`src/rtl/lkvc_pkg.sv`:
```
// Shared types and constants for the LRU key/value cache.
package lkvc_pkg;

   localparam int KEY_W     = 32;
   localparam int VALUE_W   = 32;
   localparam int CAP_W     = 5;
   localparam int IDX_MAX_W = 6;

   localparam logic MODE_GET = 1'b0;
   localparam logic MODE_PUT = 1'b1;

   localparam logic signed [VALUE_W-1:0] MISS_VALUE = -32'sd1;
   localparam logic signed [VALUE_W-1:0] PUT_VALUE  = 32'sd0;
   localparam logic signed [KEY_W-1:0]   NO_KEY     = 32'sd0;

   typedef struct packed {
      logic                      mode;
      logic signed [KEY_W-1:0]   key;
      logic signed [VALUE_W-1:0] value;
   } lkvc_req_type;

   typedef struct packed {
      logic                      hit;
      logic signed [VALUE_W-1:0] read_value;
      logic                      evicted;
      logic signed [KEY_W-1:0]   evicted_key;
   } lkvc_rsp_type;

   // Lookup outcome handed from the tag compare to the state update
   typedef struct packed {
      logic                 hit;
      logic [IDX_MAX_W-1:0] hit_idx;
      logic                 full;
      logic [IDX_MAX_W-1:0] lru_idx;
      logic [IDX_MAX_W-1:0] free_idx;
   } lkvc_pick_type;

endpackage

```
`src/rtl/lkvc_lookup.sv`:
```
// Parallel key compare, LRU entry select and free entry select.
module lkvc_lookup import lkvc_pkg::*; #(
   parameter int ENTRIES = 16
) (
   input  logic [KEY_W-1:0]                   key,
   input  logic [KEY_W-1:0]                   keys     [ENTRIES],
   input  logic [ENTRIES-1:0]                 valid,
   input  logic [$clog2(ENTRIES)-1:0]         ranks    [ENTRIES],
   input  logic [$clog2(ENTRIES+1)-1:0]       count,
   input  logic [$clog2(ENTRIES+1)-1:0]       eff_cap,
   output lkvc_pick_type                      pick
);

   localparam int RANK_W = $clog2(ENTRIES);
   localparam int CNT_W  = $clog2(ENTRIES + 1);

   logic [RANK_W-1:0] lru_rank;

   assign lru_rank = RANK_W'(count - CNT_W'(1));

   // Reverse scan so the lowest matching index wins
   always_comb begin
      pick      = '0;
      pick.full = (count >= eff_cap);
      for (int i = ENTRIES - 1; i >= 0; i--) begin
         if (valid[i] && (keys[i] == key)) begin
            pick.hit     = 1'b1;
            pick.hit_idx = IDX_MAX_W'(i);
         end
         if (valid[i] && (ranks[i] == lru_rank)) begin
            pick.lru_idx = IDX_MAX_W'(i);
         end
         if (!valid[i]) begin
            pick.free_idx = IDX_MAX_W'(i);
         end
      end
   end

endmodule

```
`src/rtl/lkvc_store.sv`:
```
// Entry storage: keys, values, valid bits, recency ranks and fill count.
module lkvc_store import lkvc_pkg::*; #(
   parameter int ENTRIES = 16
) (
   input  logic                               clock,
   input  logic                               reset,
   input  logic                               clear,
   input  logic                               en,
   input  logic                               mode,
   input  logic [KEY_W-1:0]                   key,
   input  logic [VALUE_W-1:0]                 value,
   input  lkvc_pick_type                      pick,
   output logic [KEY_W-1:0]                   keys     [ENTRIES],
   output logic [VALUE_W-1:0]                 values   [ENTRIES],
   output logic [ENTRIES-1:0]                 valid,
   output logic [$clog2(ENTRIES)-1:0]         ranks    [ENTRIES],
   output logic [$clog2(ENTRIES+1)-1:0]       count
);

   localparam int IDX_W  = $clog2(ENTRIES);
   localparam int RANK_W = $clog2(ENTRIES);
   localparam int CNT_W  = $clog2(ENTRIES + 1);

   logic [KEY_W-1:0]   key_ff   [ENTRIES];
   logic [VALUE_W-1:0] value_ff [ENTRIES];
   logic [ENTRIES-1:0] valid_ff, valid_in;
   logic [RANK_W-1:0]  rank_ff  [ENTRIES];
   logic [RANK_W-1:0]  rank_in  [ENTRIES];
   logic [CNT_W-1:0]   count_ff, count_in;

   logic [IDX_W-1:0]   hit_idx, slot_idx, wr_idx;
   logic [RANK_W-1:0]  hit_rank;
   logic               key_we, value_we;

   assign hit_idx  = pick.hit_idx[IDX_W-1:0];
   assign slot_idx = pick.full ? pick.lru_idx[IDX_W-1:0] : pick.free_idx[IDX_W-1:0];
   assign hit_rank = rank_ff[hit_idx];

   always_comb begin
      valid_in = valid_ff;
      rank_in  = rank_ff;
      count_in = count_ff;
      wr_idx   = hit_idx;
      key_we   = 1'b0;
      value_we = 1'b0;
      if (clear) begin
         valid_in = '0;
         count_in = '0;
         for (int i = 0; i < ENTRIES; i++) begin
            rank_in[i] = '0;
         end
      end else if (en) begin
         if (pick.hit) begin
            for (int i = 0; i < ENTRIES; i++) begin
               if (valid_ff[i] && (rank_ff[i] < hit_rank)) begin
                  rank_in[i] = rank_ff[i] + RANK_W'(1);
               end
            end
            rank_in[hit_idx] = '0;
            value_we         = (mode == MODE_PUT);
         end else if (mode == MODE_PUT) begin
            for (int i = 0; i < ENTRIES; i++) begin
               if (valid_ff[i] && (IDX_W'(i) != slot_idx)) begin
                  rank_in[i] = rank_ff[i] + RANK_W'(1);
               end
            end
            rank_in[slot_idx]  = '0;
            valid_in[slot_idx] = 1'b1;
            wr_idx             = slot_idx;
            key_we             = 1'b1;
            value_we           = 1'b1;
            if (!pick.full) begin
               count_in = count_ff + CNT_W'(1);
            end
         end
      end
   end

   always_ff @(posedge clock) begin
      if (reset) begin
         valid_ff <= '0;
         count_ff <= '0;
         for (int i = 0; i < ENTRIES; i++) begin
            rank_ff[i] <= '0;
         end
      end else begin
         valid_ff <= valid_in;
         count_ff <= count_in;
         rank_ff  <= rank_in;
      end
   end

   always_ff @(posedge clock) begin
      if (key_we) begin
         key_ff[wr_idx] <= key;
      end
      if (value_we) begin
         value_ff[wr_idx] <= value;
      end
   end

   assign keys   = key_ff;
   assign values = value_ff;
   assign valid  = valid_ff;
   assign ranks  = rank_ff;
   assign count  = count_ff;

   a_count_bound: assert property (@(posedge clock) disable iff (reset)
      count_ff <= CNT_W'(ENTRIES))
      else $error("entry count above depth");

   a_count_valid: assert property (@(posedge clock) disable iff (reset)
      $countones(valid_ff) == int'(count_ff))
      else $error("entry count disagrees with valid bits");

   a_clear_empties: assert property (@(posedge clock) disable iff (reset)
      clear |=> (count_ff == '0) && (valid_ff == '0))
      else $error("store not empty after clear");

   a_insert_grows: assert property (@(posedge clock) disable iff (reset)
      (en && !clear && (mode == MODE_PUT) && !pick.hit && !pick.full)
      |=> count_ff == CNT_W'($past(count_ff) + CNT_W'(1)))
      else $error("insert without eviction did not grow count");

endmodule

```
`src/rtl/lru_key_value_cache_unit.sv`:
```
// Top level of the fully associative LRU key/value cache.
// One transaction is taken in every clock cycle: busy stays low and start may be held high
// continuously. A get or put accepted into the request register has its result on rsp_item with
// rsp_valid high once the result register has captured it; the key compare over all
// entries, the recency rank update and the result select sit between the request register
// and the result register. Results cannot be stalled. A write to the capacity register
// empties the cache in the same edge; capacity 0 acts as 1 and values above ENTRIES act as
// ENTRIES.
module lru_key_value_cache_unit import lkvc_pkg::*; #(
   parameter int ENTRIES = 16
) (
   input  logic               clock,
   input  logic               reset,
   input  logic               start,
   output logic               busy,
   input  lkvc_req_type       req_item,
   output logic               rsp_valid,
   output lkvc_rsp_type       rsp_item,
   input  logic               csr_we,
   input  logic [CAP_W-1:0]   csr_wdata
);

   localparam int IDX_W     = $clog2(ENTRIES);
   localparam int RANK_W    = $clog2(ENTRIES);
   localparam int CNT_W     = $clog2(ENTRIES + 1);
   localparam int CAP_CMP_W = (CNT_W > CAP_W) ? CNT_W : CAP_W;

   lkvc_req_type       req_ff;
   logic               req_valid_ff;
   lkvc_rsp_type       rsp_ff, rsp_in;
   logic               rsp_valid_ff;
   logic [CAP_W-1:0]   capacity_ff;

   logic [CAP_CMP_W-1:0] cap_ext;
   logic [CNT_W-1:0]     eff_cap;

   logic [KEY_W-1:0]   keys   [ENTRIES];
   logic [VALUE_W-1:0] values [ENTRIES];
   logic [ENTRIES-1:0] valid;
   logic [RANK_W-1:0]  ranks  [ENTRIES];
   logic [CNT_W-1:0]   count;
   lkvc_pick_type      pick;

   assign busy = 1'b0;

   assign cap_ext = CAP_CMP_W'(capacity_ff);

   always_comb begin
      if (cap_ext == '0) begin
         eff_cap = CNT_W'(1);
      end else if (cap_ext > CAP_CMP_W'(ENTRIES)) begin
         eff_cap = CNT_W'(ENTRIES);
      end else begin
         eff_cap = CNT_W'(cap_ext);
      end
   end

   always_ff @(posedge clock) begin
      if (reset) begin
         capacity_ff  <= CAP_W'(16);
         req_valid_ff <= 1'b0;
         rsp_valid_ff <= 1'b0;
      end else begin
         if (csr_we) begin
            capacity_ff <= csr_wdata;
         end
         req_valid_ff <= start && !busy;
         rsp_valid_ff <= req_valid_ff;
      end
   end

   always_ff @(posedge clock) begin
      if (start && !busy) begin
         req_ff <= req_item;
      end
      rsp_ff <= rsp_in;
   end

   lkvc_lookup #(
      .ENTRIES (ENTRIES)
   ) u_lookup (
      .key     (req_ff.key),
      .keys    (keys),
      .valid   (valid),
      .ranks   (ranks),
      .count   (count),
      .eff_cap (eff_cap),
      .pick    (pick)
   );

   lkvc_store #(
      .ENTRIES (ENTRIES)
   ) u_store (
      .clock  (clock),
      .reset  (reset),
      .clear  (csr_we),
      .en     (req_valid_ff),
      .mode   (req_ff.mode),
      .key    (req_ff.key),
      .value  (req_ff.value),
      .pick   (pick),
      .keys   (keys),
      .values (values),
      .valid  (valid),
      .ranks  (ranks),
      .count  (count)
   );

   always_comb begin
      rsp_in.hit         = pick.hit;
      rsp_in.evicted     = 1'b0;
      rsp_in.evicted_key = NO_KEY;
      if (req_ff.mode == MODE_GET) begin
         rsp_in.read_value = pick.hit ? values[pick.hit_idx[IDX_W-1:0]] : MISS_VALUE;
      end else begin
         rsp_in.read_value = PUT_VALUE;
         if (!pick.hit && pick.full) begin
            rsp_in.evicted     = 1'b1;
            rsp_in.evicted_key = keys[pick.lru_idx[IDX_W-1:0]];
         end
      end
   end

   assign rsp_valid = rsp_valid_ff;
   assign rsp_item  = rsp_ff;

   a_rsp_follows_req: assert property (@(posedge clock) disable iff (reset)
      rsp_valid_ff |-> $past(req_valid_ff))
      else $error("result strobe without a transaction");

   a_eviction_only_put: assert property (@(posedge clock) disable iff (reset)
      (rsp_valid_ff && rsp_ff.evicted) |-> (!rsp_ff.hit && $past(req_ff.mode == MODE_PUT)))
      else $error("eviction reported for a hit or a get");

   a_evict_when_full: assert property (@(posedge clock) disable iff (reset)
      (req_valid_ff && !csr_we && (req_ff.mode == MODE_PUT) && !pick.hit && pick.full)
      |=> count == $past(count))
      else $error("eviction changed the entry count");

endmodule
```
`config.mk`:
```
export PLATFORM = sky130hd
export DESIGN_NAME = lru_key_value_cache_unit
export DESIGN_NICKNAME = d
export VERILOG_FILES = /design/src/rtl/lkvc_pkg.sv /design/src/rtl/lkvc_lookup.sv /design/src/rtl/lkvc_store.sv /design/src/rtl/lru_key_value_cache_unit.sv
export SDC_FILE = /design/constraint.sdc
export NUM_CORES = 2
export LEC_CHECK = 0
export BUFFER_PORTS_ARGS = -buffer_cell sky130_fd_sc_hd__buf_2
export CAP_MARGIN = 10
export CELL_PAD_IN_SITES_DETAIL_PLACEMENT = 1
export CELL_PAD_IN_SITES_GLOBAL_PLACEMENT = 1
export CORE_ASPECT_RATIO = 1.4
export CORE_MARGIN = 1
export CORE_UTILIZATION = 28
export CTS_CLUSTER_SIZE = 28
export DETAILED_ROUTE_END_ITERATION = 12
export GPL_TIMING_DRIVEN = 0
export PLACE_DENSITY = 0.57
export SYNTH_ARGS = -nofsm -noshare
export SYNTH_HDL_FRONTEND = slang
export SYNTH_SLANG_ARGS = --single-unit
export TNS_END_PERCENT = 5
```
`constraint.sdc`:
```
create_clock -name clock -period 14.2 [get_ports clock]
set_input_delay 1.42 -clock clock [delete_from_list [all_inputs] [get_ports clock]]
set_output_delay 1.42 -clock clock [all_outputs]
set_load 0.02 [all_outputs]
```
==> summary.txt <==
Clock tree
  – # Post-CTS Setup Buffers: 0
  – Worst-case clock buffer depth: 4
  – CTS tree: built
  – CTS H-tree lvls: 4
  – Clock-pin slew on the worst setup and hold paths: 0.06 ns
  – Root Driver: clkbuf_16
  – TritonCTS Buffers: 147
  – Clock sink count: 1,247
  – Clk Latency, worst-skew pair: 0.85 ns
  – CTS-repair resized insts: 0
  – Hold buffers post-CTS: 0

STA
  – Count of final max-slew check failures: 0
  – Rel. slew slack: 3.69%
  – Post-layout minimum cycle time: 9.96 ns
  – RSZ-0062 raised after global routing: no
  – Worst clock skew: 0.0826 ns
  – Setup violations, final: 0
  – Worst-Margin Slew: 1.44 ns
  – Fmax: 0.100 GHz
  – Setup TNS: 0 ns
  – Final Hold Viols: 0
  – Period utilization: 70.1%

Setup path
  – Worst-path cell chain: buf_2 > buf_4 > xor2_1 > nor4_1 > nand4_1 > or3_1 > a211oi_1 > o221ai_1 > a21oi_1 > buf_2 > buf_1 > buf_1 > o21ai_0 > a21oi_1 > o221ai_4 > buf_16 > ha_1 > o21a_1 > o21ai_0 > nor3b_1 > a31oi_4 > o31a_1 > o21ai_0
  – Setup crit end kind: flop
  – Setup CP Type: flop to flop
  – Crit path largest cell delay: 0.93 ns
  – Worst path slowest cell: edfxtp_1
  – WP data arrival: 10.70 ns
  – Crit-path leading delay family: compound AO/OA/AOI/OAI gates
  – Cell mode on critical path: o21ai_0
  – WP buf/inv: 6
  – R2R Setup Slk: 4.24 ns
  – CP required: 14.94 ns
  – CP Max Fanout: 17
  – Type of origin of the critical path: flop

Die
  – Ports: 142
  – Die width: 401 µm
  – Area of the core: 221,000 µm²
  – Initial Utilization: 28.2%
  – Die area: 225,000 µm²
  – Row cnt: 204
  – Die Y: 561 µm

Power
  – Total power: 8.39 mW
  – Worst VDD drop: 0.000130 V
  – Leakage: 25.6 nW
  – Pwr dens: 116 nW/µm²

Logic synthesis
  – Syn nets: 5,148
  – Syn Inst Count: 5,003
  – Cell Area, Synth: 62,400 µm²
  – Post-synth top flop: edfxtp_1
  – Yosys reg bits: 1,247
  – Yosys Warn Count: 0
  – Post-synth EDFFs: 1,089
  – Syn_area_per_cell: 12.5 µm²
  – Cell variety after synth: 105
  – FFs w/ async S/R, synth: 0%
  – Seq/Total Area, Yosys: 57.5%

Placement
  – DP Cell Count: 8,070
  – GP Congestion: 1.03
  – Post-DP HPWL: 219,000 µm
  – Post-DP Area: 67,900 µm²
  – Buffers on Ports: 138

Drt
  – Routed vias: 45,300
  – DR vias/cell: 5.44
  – Initial DRC Count: 3,493
  – Post-Route WL: 285,000 µm
  – Drt first pass iters: 5
  – WL per Instance: 34.2 µm
  – DR DRC count: 0
  – Routed Antenna Nets: 0

Finish
  – Final nets: 5,482
  – Area of the multi-input gates: 25,100 µm²
  – Share of layout cells above drive strength 1: 13.3%
  – Fillcell total: 23,900
  – Reg area: 35,900 µm²
  – Area grow syn2layout: 16.1%
  – Final non-filler cell total: 8,330
  – Design area: 72,500 µm²

GRT
  – Largest net degree at the start of global routing: 50
  – GRT busiest layer: met2
  – Total GRT Usage: 24.6%
  – Global-route wire length before repair: 386,000 µm
  – Met2 Usage GRT: 42.9%
  – Gr ovfl total: 0
  – Number of global-route vias before repair: 47,100
  – Met3 Track Usage GR: 2.79%
  – Antenna violations before repair: 14
  – M1 GR Usage: 28.2%

Run status
  – Status: finished clean

Run
  – Max-Cap Viols: 0

Min path
  – Hold crit path type: flop to flop
==> state kept, by name, summed over array words and instances (netlist names) <==
signal          count
u_store.keys      512
cap_ext             5
req_ff             65
u_store.count       5
rsp_item           66
u_store.values    512
rsp_valid           1
u_store.ranks      64
req_valid_ff        1
u_store.valid      16
==> power by group <==
part	internal, mW	switching (mW)	total (mW)
combinational	0.119	0.363	0.482
clock	2.16	1.61	3.77
sequential	4.04	0.0936	4.13
==> area by class of cell <==
class                           count  share of cell area (%)
Sequential cell                  1247                    49.5
Multi-Input combinational cell   3384                    34.6
Clock buffer                      186                    5.55
Tap cell                         2884                    4.98
Buffer                            322                    2.25
Timing Repair Buffer              185                    2.12
Clock inverter                     66                   0.806
Inverter                           50                   0.259
Antenna cell                        6                  0.0207
==> through the flow <==
stage | hold slack, ns | worst slack, ns | util (%)
after detailed placement | 0.514 | 4.35 | 30.7
after global routing | 0.589 | 4.04 | 32.8
after CTS | 0.534 | 4.33 | 32.8
after global placement | 0.498 | 2.58 | 30.2
after floorplan | 0.461 | 8.26 | -
final | 0.522 | 4.24 | 32.8
==> cells by family after synthesis <==
logic type                 after synthesis  share of synthesized area (%)
muxes                                  491                           8.71
and+or+nand+nor                       1314                           11.4
AOI/OAI and AO/OA                      920                           9.53
buffers and inverters                  372                           2.91
xor gates and xnor gates               587                           8.60
adders and majority gates               71                           1.42
other                                    1                        0.00601
DFF                                   1247                           57.5
==> cells in the final DEF, fill, tap and decap left out, types with 22 or more instances in the layout <==
master	count
a211oi_1	137
a21o_1	29
a21oi_1	339
a221oi_1	33
and2_1	52
and3_1	26
buf_12	32
buf_2	205
buf_4	22
buf_6	38
clkbuf_1	209
clkbuf_16	150
clkinv_2	22
dfxtp_1	158
edfxtp_1	1089
ha_1	71
inv_1	48
mux2_2	95
mux2i_1	363
mux4_2	32
nand2_1	245
nand2b_1	28
nand3_1	79
nand4_1	79
nor2_1	198
nor2_4	32
nor2b_1	141
nor3_1	85
nor4_1	205
o21ai_0	162
or3_1	30
xnor2_1	92
xor2_1	478
==> cells in the mapped netlist, drive strengths merged, types with 26 or more instances <==
cell type,instances,share of area [%]
nor4,212,2.2
dfxtp,158,5.1
edfxtp,1089,52
nor3,86,0.70
nor2b,141,1.4
a221oi,33,0.46
mux2,96,1.7
or3,30,0.30
xor2,478,6.7
nand2,245,1.5
inv,49,0.29
and2,53,0.53
nor2,230,1.4
xnor2,93,1.3
a31oi,28,0.47
nand4,80,0.81
a21oi,340,2.7
nand3,79,0.63
ha,71,1.4
and3,26,0.26
mux2i,363,5.8
a21o,29,0.35
buf,134,1.5
clkbuf,188,1.1
nand2b,28,0.28
mux4,32,1.2
a211oi,138,1.7
o21ai,168,1.4
==> layer usage <==
metal	wire length (µm)	up-vias
met3	12200	605
met4	22500	2
li1	-	19700
met5	9	-
met1	110000	23500
met2	141000	1553
==> path summary, 6_finish.rpt <==
kind,from,depth (start not counted),endpoint
min,u_store.count[4],2,u_store.count[4]
min reg2reg,u_store.count[4],2,u_store.count[4]
max,req_ff[61],23,u_store.ranks[16]
max reg2reg,req_ff[61],23,u_store.ranks[16]
==> worst reg2reg max path, cell delays in order (launching register included) <==
cell,delay [ns]
edfxtp_1,0.93
buf_2,0.43
buf_4,0.33
xor2_1,0.15
nor4_1,0.66
nand4_1,0.43
or3_1,0.50
a211oi_1,0.85
o221ai_1,0.31
a21oi_1,0.41
buf_2,0.39
buf_1,0.86
buf_1,0.62
o21ai_0,0.39
a21oi_1,0.38
o221ai_4,0.37
buf_16,0.30
ha_1,0.29
o21a_1,0.10
o21ai_0,0.19
nor3b_1,0.52
a31oi_4,0.09
o31a_1,0.29
o21ai_0,0.13
Note: power is estimated with default switching activity, not from simulation.
